==> src/design/l1rn_pkg.sv <==
// ----------------------------------------------------------------------------
// l1rn_pkg
// Shared constants and types of the L1-root descriptor normalizer.
// ----------------------------------------------------------------------------
package l1rn_pkg;

  localparam int MaxPairs = 64;
  localparam int ElemBits = 16;
  localparam int FieldBits = 16;
  localparam int AddrBits = (MaxPairs > 1) ? $clog2(MaxPairs) : 1;
  localparam int CountBits = $clog2(MaxPairs + 1);
  localparam int SumBits = 23;
  localparam int QuotBits = ElemBits + 32;  // element * 2^32 / sum
  localparam int RootBits = 24;             // enough for isqrt of 48 bits
  localparam int RootSteps = QuotBits / 2;
  localparam int DivSteps = ElemBits + 32;
  localparam int RootMax = 65535;

  typedef enum logic [2:0] {
    ST_LOAD,
    ST_READ,
    ST_CALC,
    ST_WAIT,
    ST_EMIT
  } state_e;

  // start and busy flags of one lane's divide and root pass
  typedef struct packed {
    logic start;
    logic busy;
  } lane_ctl_t;

endpackage

==> src/design/l1rn_if.sv <==
// ----------------------------------------------------------------------------
// l1rn_in_if / l1rn_out_if
// Valid-ready channels carrying input pairs and result pairs.
// ----------------------------------------------------------------------------
interface l1rn_in_if;
  logic        valid;
  logic        ready;
  logic [15:0] value_a;
  logic [15:0] value_b;
  logic        row_end;
  modport source (output valid, value_a, value_b, row_end, input ready);
  modport sink   (input valid, value_a, value_b, row_end, output ready);
endinterface

interface l1rn_out_if;
  logic        valid;
  logic        ready;
  logic [15:0] root_a;
  logic [15:0] root_b;
  logic        zero_norm;
  logic        run_end;
  modport source (output valid, root_a, root_b, zero_norm, run_end, input ready);
  modport sink   (input valid, root_a, root_b, zero_norm, run_end, output ready);
endinterface

==> src/design/l1_root_descriptor_normalizer.sv <==
// ----------------------------------------------------------------------------
// l1_root_descriptor_normalizer
// RootSIFT style L1-root normalization of descriptor rows.
// ----------------------------------------------------------------------------
// Usage: requests on in_if carry a pair of unsigned elements and a row_end
// mark. One pair is taken per cycle while loading; pairs are stored in a
// 64-entry row RAM and summed. Pairs beyond 64 in a row are dropped. The
// request marked row_end closes the row; the block then stops taking input
// and emits one result per stored pair on out_if, in arrival order, each
// carrying sqrt(element/sum) in Q0.16 saturated to 65535 for both elements.
// Two lanes (one for each element) each run a 48-step restoring divide and
// a 24-step square root. Each result passes a RAM read, the lane start, the
// lane steps, a wait until both lanes are idle and the output register is
// free, and the load of the output register. A zero-sum row skips the root
// and gives zeros with zero_norm set. While the receiver stalls, a result
// waits in the output register and the next pair is computed meanwhile,
// then held until the register is free. Reset empties the row and returns
// to loading; row RAM content is not cleared, only written entries are
// ever read.
// ----------------------------------------------------------------------------
module l1_root_descriptor_normalizer
  import l1rn_pkg::*;
(
  input  logic          clk_i,
  input  logic          rst_ni,
  l1rn_in_if.sink       in_if,
  l1rn_out_if.source    out_if
);
  state_e               st_q, st_d;
  logic [CountBits-1:0] cnt_q, cnt_d;
  logic [CountBits-1:0] idx_q, idx_d;
  logic [SumBits-1:0]   sum_q, sum_d;
  logic                 ovalid_q, ovalid_d;
  logic [15:0]          oa_q, ob_q;
  logic                 oz_q, oend_q;
  logic                 we;
  logic                 lane_go;
  logic [31:0]          rdata;
  logic [ElemBits-1:0]  ea, eb;
  lane_ctl_t            ctl_a, ctl_b;
  logic [15:0]          ra, rb;
  logic                 in_acc;

  assign in_if.ready = (st_q == ST_LOAD);
  assign in_acc      = in_if.valid && in_if.ready;
  assign we          = in_acc && (cnt_q < CountBits'(MaxPairs));
  assign ea          = in_if.value_a[ElemBits-1:0];
  assign eb          = in_if.value_b[ElemBits-1:0];

  l1rn_ram #(.Width(32), .Depth(MaxPairs)) u_row (
    .clk_i   (clk_i),
    .we_i    (we),
    .waddr_i (cnt_q[AddrBits-1:0]),
    .wdata_i ({16'(eb), 16'(ea)}),
    .raddr_i (idx_q[AddrBits-1:0]),
    .rdata_o (rdata)
  );

  assign lane_go = (st_q == ST_CALC);

  l1rn_lane u_lane_a (
    .clk_i, .rst_ni, .start_i(lane_go), .elem_i(rdata[ElemBits-1:0]),
    .sum_i(sum_q), .ctl_o(ctl_a), .root_o(ra));
  l1rn_lane u_lane_b (
    .clk_i, .rst_ni, .start_i(lane_go), .elem_i(rdata[16+ElemBits-1:16]),
    .sum_i(sum_q), .ctl_o(ctl_b), .root_o(rb));

  // row sequencer and merge of both lanes into one result
  always_comb begin
    st_d     = st_q;
    cnt_d    = cnt_q;
    idx_d    = idx_q;
    sum_d    = sum_q;
    ovalid_d = ovalid_q;
    if (out_if.ready) ovalid_d = 1'b0;
    unique case (st_q)
      ST_LOAD: begin
        if (we) begin
          cnt_d = cnt_q + 1'b1;
          sum_d = sum_q + SumBits'(ea) + SumBits'(eb);
        end
        if (in_acc && in_if.row_end) begin
          idx_d = '0;
          st_d  = ((we ? cnt_q + 1'b1 : cnt_q) == '0) ? ST_LOAD : ST_READ;
          if ((we ? cnt_q + 1'b1 : cnt_q) == '0) begin
            cnt_d = '0;
            sum_d = '0;
          end
        end
      end
      ST_READ: st_d = ST_CALC;
      ST_CALC: st_d = ST_WAIT;
      ST_WAIT: begin
        if (!ctl_a.busy && !ctl_b.busy && !ovalid_q) st_d = ST_EMIT;
      end
      ST_EMIT: begin
        ovalid_d = 1'b1;
        idx_d    = idx_q + 1'b1;
        if (idx_q + 1'b1 == cnt_q) begin
          st_d  = ST_LOAD;
          cnt_d = '0;
          sum_d = '0;
        end else begin
          st_d = ST_READ;
        end
      end
      default: st_d = ST_LOAD;
    endcase
  end

  always_ff @(posedge clk_i or negedge rst_ni) begin
    if (!rst_ni) begin
      st_q     <= ST_LOAD;
      cnt_q    <= '0;
      idx_q    <= '0;
      sum_q    <= '0;
      ovalid_q <= 1'b0;
    end else begin
      st_q     <= st_d;
      cnt_q    <= cnt_d;
      idx_q    <= idx_d;
      sum_q    <= sum_d;
      ovalid_q <= ovalid_d;
    end
  end

  always_ff @(posedge clk_i) begin
    if (st_q == ST_EMIT) begin
      oa_q   <= (sum_q == '0) ? 16'd0 : ra;
      ob_q   <= (sum_q == '0) ? 16'd0 : rb;
      oz_q   <= (sum_q == '0);
      oend_q <= (idx_q + 1'b1 == cnt_q);
    end
  end

  assign out_if.valid     = ovalid_q;
  assign out_if.root_a    = oa_q;
  assign out_if.root_b    = ob_q;
  assign out_if.zero_norm = oz_q;
  assign out_if.run_end   = oend_q;

  // both lanes run in lockstep
  a_lockstep: assert property (@(posedge clk_i) disable iff (!rst_ni)
    ctl_a.busy == ctl_b.busy) else $error("lanes out of step");
  a_no_input_busy: assert property (@(posedge clk_i) disable iff (!rst_ni)
    ctl_a.busy |-> !in_if.ready) else $error("input open while computing");
  a_count_range: assert property (@(posedge clk_i) disable iff (!rst_ni)
    cnt_q <= CountBits'(MaxPairs)) else $error("pair count overflow");
  a_emit_free: assert property (@(posedge clk_i) disable iff (!rst_ni)
    st_q == ST_EMIT |-> !ovalid_q) else $error("result overwritten");
endmodule

==> src/design/l1rn_ram.sv <==
// ----------------------------------------------------------------------------
// l1rn_ram
// Generic single-port-write, single-port-read RAM with registered read.
// ----------------------------------------------------------------------------
module l1rn_ram #(
  parameter int Width = 32,
  parameter int Depth = 64
) (
  input  logic                     clk_i,
  input  logic                     we_i,
  input  logic [$clog2(Depth)-1:0] waddr_i,
  input  logic [Width-1:0]         wdata_i,
  input  logic [$clog2(Depth)-1:0] raddr_i,
  output logic [Width-1:0]         rdata_o
);
  logic [Width-1:0] mem_q [Depth];

  always_ff @(posedge clk_i) begin
    if (we_i) mem_q[waddr_i] <= wdata_i;
    rdata_o <= mem_q[raddr_i];
  end
endmodule

==> src/design/l1rn_lane.sv <==
// ----------------------------------------------------------------------------
// l1rn_lane
// One lane: restoring divide of element*2^32 by the sum, then (for a nonzero
// sum) a bit-pair integer square root, one step per cycle, saturated to 16 bits.
// ----------------------------------------------------------------------------
module l1rn_lane
  import l1rn_pkg::*;
(
  input  logic                clk_i,
  input  logic                rst_ni,
  input  logic                start_i,
  input  logic [ElemBits-1:0] elem_i,
  input  logic [SumBits-1:0]  sum_i,
  output lane_ctl_t           ctl_o,
  output logic [15:0]         root_o
);
  typedef enum logic [1:0] {L_IDLE, L_DIV, L_ROOT} lstate_e;

  lstate_e              st_q, st_d;
  logic [5:0]           cnt_q, cnt_d;
  logic [QuotBits-1:0]  num_q, num_d;     // dividend shifting out, quotient in
  logic [SumBits:0]     rem_q, rem_d;
  logic [SumBits-1:0]   div_q;
  logic [QuotBits+1:0]  rr_q, rr_d;       // root remainder
  logic [RootBits-1:0]  res_q, res_d;
  logic [15:0]          root_q, root_d;
  logic [SumBits:0]     trial;
  logic [QuotBits+1:0]  rtrial;
  logic [QuotBits+1:0]  rshift;

  always_comb begin
    st_d   = st_q;
    cnt_d  = cnt_q;
    num_d  = num_q;
    rem_d  = rem_q;
    rr_d   = rr_q;
    res_d  = res_q;
    root_d = root_q;
    trial  = '0;
    rtrial = '0;
    rshift = '0;
    unique case (st_q)
      L_IDLE: begin
        if (start_i) begin
          num_d = {elem_i, 32'd0};
          rem_d = '0;
          cnt_d = 6'(DivSteps - 1);
          st_d  = L_DIV;
        end
      end
      L_DIV: begin
        // one quotient bit per cycle
        trial = {rem_q[SumBits-1:0], num_q[QuotBits-1]};
        if (trial >= {1'b0, div_q}) begin
          rem_d = trial - {1'b0, div_q};
          num_d = {num_q[QuotBits-2:0], 1'b1};
        end else begin
          rem_d = trial;
          num_d = {num_q[QuotBits-2:0], 1'b0};
        end
        if (cnt_q == '0) begin
          rr_d  = '0;
          res_d = '0;
          cnt_d = 6'(RootSteps - 1);
          st_d  = (div_q == '0) ? L_IDLE : L_ROOT;
          if (div_q == '0) root_d = '0;
        end else begin
          cnt_d = cnt_q - 6'd1;
        end
      end
      L_ROOT: begin
        // one root bit per cycle, two radicand bits consumed
        rshift = {rr_q[QuotBits-1:0], num_q[QuotBits-1:QuotBits-2]};
        rtrial = {(QuotBits-RootBits)'(0), res_q, 2'b01};
        if (rshift >= rtrial) begin
          rr_d  = rshift - rtrial;
          res_d = {res_q[RootBits-2:0], 1'b1};
        end else begin
          rr_d  = rshift;
          res_d = {res_q[RootBits-2:0], 1'b0};
        end
        num_d = {num_q[QuotBits-3:0], 2'b00};
        if (cnt_q == '0) begin
          root_d = (res_d > RootBits'(RootMax)) ? 16'(RootMax) : res_d[15:0];
          st_d   = L_IDLE;
        end else begin
          cnt_d = cnt_q - 6'd1;
        end
      end
      default: st_d = L_IDLE;
    endcase
  end

  always_ff @(posedge clk_i or negedge rst_ni) begin
    if (!rst_ni) begin
      st_q  <= L_IDLE;
      cnt_q <= '0;
    end else begin
      st_q  <= st_d;
      cnt_q <= cnt_d;
    end
  end

  always_ff @(posedge clk_i) begin
    num_q  <= num_d;
    rem_q  <= rem_d;
    rr_q   <= rr_d;
    res_q  <= res_d;
    root_q <= root_d;
    if (start_i && st_q == L_IDLE) div_q <= sum_i;
  end

  assign ctl_o.start = start_i;
  assign ctl_o.busy  = (st_q != L_IDLE);
  assign root_o      = root_q;
endmodule

==> src/flat_wrapper.sv <==
// flat-port wrapper written by rule: the top's interface ports become plain ports
module l1_root_descriptor_normalizer_flat import l1rn_pkg::*;
  (clk_i, rst_ni, in_if_valid, in_if_value_a, in_if_value_b, in_if_row_end, in_if_ready, out_if_valid, out_if_root_a, out_if_root_b, out_if_zero_norm, out_if_run_end, out_if_ready);
  l1rn_in_if in_if_i ();
  l1rn_out_if out_if_i ();
  input  logic clk_i;
  input  logic rst_ni;
  input wire logic [$bits(in_if_i.valid)-1:0] in_if_valid;
  input wire logic [$bits(in_if_i.value_a)-1:0] in_if_value_a;
  input wire logic [$bits(in_if_i.value_b)-1:0] in_if_value_b;
  input wire logic [$bits(in_if_i.row_end)-1:0] in_if_row_end;
  output wire logic [$bits(in_if_i.ready)-1:0] in_if_ready;
  output wire logic [$bits(out_if_i.valid)-1:0] out_if_valid;
  output wire logic [$bits(out_if_i.root_a)-1:0] out_if_root_a;
  output wire logic [$bits(out_if_i.root_b)-1:0] out_if_root_b;
  output wire logic [$bits(out_if_i.zero_norm)-1:0] out_if_zero_norm;
  output wire logic [$bits(out_if_i.run_end)-1:0] out_if_run_end;
  input wire logic [$bits(out_if_i.ready)-1:0] out_if_ready;
  assign in_if_i.valid = in_if_valid;
  assign in_if_i.value_a = in_if_value_a;
  assign in_if_i.value_b = in_if_value_b;
  assign in_if_i.row_end = in_if_row_end;
  assign in_if_ready = in_if_i.ready;
  assign out_if_valid = out_if_i.valid;
  assign out_if_root_a = out_if_i.root_a;
  assign out_if_root_b = out_if_i.root_b;
  assign out_if_zero_norm = out_if_i.zero_norm;
  assign out_if_run_end = out_if_i.run_end;
  assign out_if_i.ready = out_if_ready;
  l1_root_descriptor_normalizer u_core (.clk_i(clk_i), .rst_ni(rst_ni), .in_if(in_if_i), .out_if(out_if_i));
endmodule
==> config.mk <==
export PLATFORM = sky130hd
export DESIGN_NAME = l1_root_descriptor_normalizer_flat
export DESIGN_NICKNAME = d
export VERILOG_FILES = /design/src/design/l1rn_pkg.sv /design/src/design/l1rn_if.sv /design/src/design/l1_root_descriptor_normalizer.sv /design/src/design/l1rn_ram.sv /design/src/design/l1rn_lane.sv /design/src/flat_wrapper.sv
export SDC_FILE = /design/constraint.sdc
export NUM_CORES = 2
export LEC_CHECK = 0
export BUFFER_PORTS_ARGS = -buffer_cell sky130_fd_sc_hd__buf_2
export CORE_UTILIZATION = 55
export CTS_BUF_LIST = sky130_fd_sc_hd__clkbuf_4 sky130_fd_sc_hd__clkbuf_8
export DETAILED_ROUTE_END_ITERATION = 6
export PLACE_DENSITY = 0.83
export SYNTH_ARGS = -nofsm -noshare
export SYNTH_HDL_FRONTEND = slang
export SYNTH_SLANG_ARGS = --single-unit
==> constraint.sdc <==
create_clock -name clk_i -period 18.9 [get_ports clk_i]
set_input_delay 3.78 -clock clk_i [delete_from_list [all_inputs] [get_ports clk_i]]
set_output_delay 3.78 -clock clk_i [all_outputs]
set_load 0.1 [all_outputs]
# After elaboration in Yosys (flattened, before gate mapping)

Memories as Yosys holds them, arrays and structs flattened. A register that Yosys moved wholly into a read port is not among the register bits.
Cells that the tools add are included.

Bits in latches: 0
Memory bits (read-only): 0
Memory bits (writable): 2048
Register bits: 455
Output and inout bits: 36
Memories kept: 1

Div/mod/pow operators: 0
Multipliers: 0
Add/subtract/negate cells: 10
$lt $le $gt $ge: 7
Bitwise gates (word level): 0
Shifts and indexed selects: 0
Reduce and logical (&&, ||, !) cells: 44
Multiplexer cells: 72
Equality and inequality tests: 22

Memories:

| name               | words | bits a word | read ports | clocked after memory_dff | write ports | line           | text |
|---|---|---|---|---|---|---|---|
| u_core.u_row.mem_q | 64    | 32          | 1          | 1                        | 1           | l1rn_ram.sv:16 | `logic [Width-1:0] mem_q [Depth];` |

Operator list:

| kind                                                                               | number |
|---|---|
| 48-bit two-way mux                                                                 | 6 |
| 48-bit case mux with 3 select lines                                                | 2 |
| 48-bit case mux with 2 select lines                                                | 2 |
| 23-bit two-way mux                                                                 | 7 |
| 23-bit case mux with 2 select lines                                                | 3 |
| 16-bit two-way mux                                                                 | 8 |
| 50-bit by 26-bit >= comparator with 1-bit output                                   | 2 |
| 24-bit two-way mux                                                                 | 4 |
| 24-bit case mux with 2 select lines                                                | 2 |
| 48-bit by 26-bit subtractor with 48-bit output                                     | 2 |
| 23-bit logical NOT                                                                 | 3 |
| 16-bit case mux with 2 select lines                                                | 2 |
| 24-bit by 23-bit >= comparator with 1-bit output                                   | 2 |
| 24-bit by 16-bit greater-than comparator with 1-bit output (second input constant) | 2 |
| 23-bit by 16-bit adder with 23-bit output                                          | 2 |
| 23-bit subtractor                                                                  | 2 |
| 6-bit case mux with 3 select lines                                                 | 2 |
| 7-bit two-way mux                                                                  | 5 |
| 6-bit two-way mux                                                                  | 5 |
| 7-bit case mux with 2 select lines                                                 | 2 |
| 2-bit != test (second input constant)                                              | 10 |
| 2-bit AND reduction                                                                | 9 |
| 2-bit nonzero test                                                                 | 8 |
| 3-bit case mux with 5 select lines                                                 | 1 |
| other kinds (23)                                                                   | 62 |

# Depth between registers and ports, before layout

Depth in word-level cells: 8
Gate-level depth with buffers: 14
Mapped depth without buffers: 13

# By module

A second synthesis with hierarchy kept.

Cells, all modules: 5930
Area total of the unflattened synthesis: 105448.6 sq um

Modules (own cells, without submodules):

| module                        | area each (sq um) | cells each | times used |
|---|---|---|---|
| l1rn_ram                      | 78512.8           | 3324       | 1 |
| l1rn_lane (u_core.u_lane_a)   | 11362.1           | 1107       | 1 |
| l1rn_lane (u_core.u_lane_b)   | 10996.8           | 1062       | 1 |
| l1_root_descriptor_normalizer | 4576.9            | 437        | 1 |

# Worst setup path before layout

OpenSTA, ideal clock, no wires.

Kind: input to register
Start point: input port in_if_valid
End point: memory u_core.u_row.mem_q[11][0], enable pin
Cell stages on the path: 6
Data required time: 18479 ps
Arrival time: 6514 ps
Path slack: 11965 ps
Path through: or4b_4 or2_2 clkbuf_1 nor2_1 nand3_1 nor2_1

Cells in the longest elaborated chain, start to end: 4

Ends and longest elaborated chain:

| item                                    | line                                | text |
|---|---|---|
| start: declaration                      | flat_wrapper.sv:8                   | `input wire logic [$bits(in_if_i.valid)-1:0] in_if_valid;` |
| 1-bit logical AND                       | l1_root_descriptor_normalizer.sv:45 | `assign in_acc = in_if.valid && in_if.ready;` |
| 1-bit logical AND                       | l1_root_descriptor_normalizer.sv:46 | `assign we = in_acc && (cnt_q < CountBits'(MaxPairs));` |
| 1-bit two-way mux                       | l1rn_ram.sv:19                      | `if (we_i) mem_q[waddr_i] <= wdata_i;` |
| 1-bit two-way mux (implied by the code) | l1rn_ram.sv:19                      |  |
| end: declaration                        | l1rn_ram.sv:16                      |  |

No other way between the ends.

# Worst setup path after layout

Start point: input port in_if_valid
End point: memory u_core.u_row.mem_q[60][7], enable pin

Same word-level chain as after synthesis.

==> run summary <==
Status - finished, violations left
Failing checks - design-rule violations
Synthesized area per cell - 19.0 µm²
Mapped cell area - 104000 µm²
Hold slack - 0.514 ns
Worst R2R Start - u_core.idx_q[1]
First-pass GRT wire length - 369 mm
Worst Path Arrival - 7.44 ns
RSZ-0062 raised after global routing - no
Synth cell types - 83
Max clock buf depth - 4
Die Span X - 438 µm
R2R setup slack - 13.46 ns
Biggest area consumer among synthesized cells - edfxtp_1
CTS buffer count - 392
Max Clk Rate - 0.147 GHz
Vias/cell - 6.48
Pwr per Cell Area - 93.9 nW/µm²
Setup crit start - in_if_valid
Post-synth top cells - edfxtp_1 (2446), mux4_2 (672), nor2_1 (320)
Least-Margin Pin Slew - 1.36 ns
Clock skew - 0.126 ns
Layout cells sized above 1 - 0.257
Util after Layout - 0.617
Post-CTS Hold Buffers - 0
Final number of setup-violating endpoints - 0
Initial antenna violation count - 14
Largest net degree at the start of global routing - 148
Syn Nets - 5674
Count leader, synth - edfxtp_1
Final period util - 0.360
Share of the synthesized area in the top cell type - 0.704
Max Slew Vio Count - 0
Minimum clock period - 6.80 ns
CTS tree - built
Async SR Flop Fraction - 0.0225
Worst VDD drop - 0.000108 V
Wire length per cell - 29.2 µm
Capturing point of the worst reg2reg path - u_core.u_row.rdata_o[0]
Congestion Overflow GR - 0
Die Ht - 438 µm
Drt initial violations - 6688
Remaining DRCs - 25
WL final - 251 mm
IO Port Bufs - 72
Post-cts sizing count - 0
FF-to-FF path depth - 6
Register area share after synthesis - 0.723
Antenna Nets Post-Route - 0
TNS Setup - 0 ns
Slew margin rel. - 0.0923
Nets - 6001
CP endpoint - u_core.u_row.mem_q[60][7]
H-tree depth - 5
Required @ worst endpoint - 19.55 ns
Synth warnings - 0
CTS Sinks - 2535
Vias - 55800
Gpl congestion - 0.864
Leak Pwr - 38.8 nW
Placeable Area - 188000 µm²
Dpl hpwl - 153 mm
Hold crit path type - reg -> reg
Clk root buf - clkbuf_8
Synth top area cells - edfxtp_1 (70%), mux4_2 (14%), ha_1 (1.5%)
Synthesis-stage register bit count - 2535
Clock transition at the registers of the reported paths - 0.06 ns
Worst Path Max Fanout - 32
GRT Util Overall - 0.264
Post-CTS Setup Inserts - 0
Fillers - 12300
Primary FF master, synth - edfxtp_1
Synth-to-Final Area Change - 11.2%
Drt pass-1 iters - 7
Final Total Pwr - 0.0109 W
Clk Latency, worst-skew pair - 1.11 ns
Max_cap viols - 0
Dpl ws - 11.08 ns
Final hold violation count - 0
Initial Util - 0.555
CP Capture Type - flop
Kind of critical path - in -> reg
Vias in the first global route - 56500
EDFF count, synth - 2446
Cell count after synthesis - 5490
I/O Pins - 73
Std-Cell Rows - 159
Final worst slack - 12.10 ns
CP Launch Type - input pin
Die Footprint - 192000 µm²
[layout by cell type, fill, tap and decap left out, drive strengths merged, types with 31 or more instances in the layout]
master,netlist,routed
inv,155,161
nor4,31,31
o21ai,134,134
nor2,320,320
mux4,672,672
xor2,47,47
dfxtp,32,32
clkinv,1,149
a21o,40,40
mux2i,62,62
nor3,53,53
a22oi,37,37
xnor2,64,64
buf,96,192
nand3,44,44
a22o,74,74
a21oi,171,171
or3,33,33
nor2b,52,52
nand2b,35,35
dfrtp,57,57
clkbuf,163,518
nand2,214,214
edfxtp,2446,2446
ha,128,128
[state kept, by name (all words and copies together) (netlist names), 24 cells and up]
signal and flops:
u_core.u_lane_b.rr_q 48, u_core.u_lane_a.rr_q 48, u_core.u_row.mem_q 2048, u_core.u_lane_b.res_q 24, u_core.u_lane_b.num_q 48, u_core.u_lane_a.res_q 24, u_core.u_lane_a.num_q 48, u_core.u_row.rdata_o 32
[worst max-delay path, stage by stage]
cell and delay, ns:
buf_2 0.10, or4b_4 0.50, nor2_1 0.70, nand3_1 1.00, nor2_4 1.31
[kinds of logic (layout without fill, tap and decap cells)]
kind of cell / after synthesis / count (layout) / synth area share
flops: 2535 / 2535 / 0.723
fa+ha+maj: 147 / 147 / 0.0190
compound gates: 636 / 636 / 0.0403
buf+inv: 415 / 1044 / 0.0154
xor+xnor: 111 / 111 / 0.00931
mux: 735 / 735 / 0.151
simple gates: 911 / 911 / 0.0415
other cells: 0 / 8 / 0
[how the worst min path moves through the flow]
| stage | from | end | slack (ns) | depth (start not counted) |
|---|---|---|---|---|
| final | u_core.idx_q[6] | u_core.idx_q[6] | 0.51 | 2 |
| after CTS | u_core.u_lane_a.cnt_q[3] | u_core.u_lane_a.cnt_q[3] | 0.52 | 1 |
| after floorplan | u_core.u_lane_a.cnt_q[3] | u_core.u_lane_a.cnt_q[3] | 0.47 | 1 |
| after global placement | u_core.idx_q[6] | u_core.idx_q[6] | 0.49 | 2 |
| after detailed placement | u_core.u_lane_a.cnt_q[3] | u_core.u_lane_a.cnt_q[3] | 0.50 | 1 |
| after global routing | u_core.u_lane_a.cnt_q[3] | u_core.u_lane_a.cnt_q[3] | 0.53 | 1 |
[layer usage]
metal	track usage	share of wire	up-vias
met3	0.0657	0.10	578
met5	0	0.00012	-
li1	-	-	23100
met2	0.437	0.50	3509
met4	0.105	0.039	4
met1	0.336	0.36	28600
[area by class of cell]
type	count	area, µm²	area share
well taps	2495	3120	0.0269
multi-input cells	2540	27800	0.240
repair buffers	192	1310	0.0113
clock buffers	518	6470	0.0558
flip-flops and latches	2535	75500	0.651
clock inverters	178	1180	0.0101
inverters	156	586	0.00505
diodes	8	20.0	0.000173
[power by group]
group          internal [W]  leakage (nW)  switching, W  total, W
Combinational     0.0000531          11.9      0.000148  0.000201
Sequential          0.00615          22.8     0.0000185   0.00617
Clock               0.00242          4.04       0.00210   0.00452
[per-stage QoR]
step	area (µm²)	cells
floorplan	104000	5490
global placement	108000	7918
detailed placement	108000	7918
CTS	116000	8614
global route	116000	8617
finish	116000	8622
Note: power is estimated with default switching activity, not from simulation.
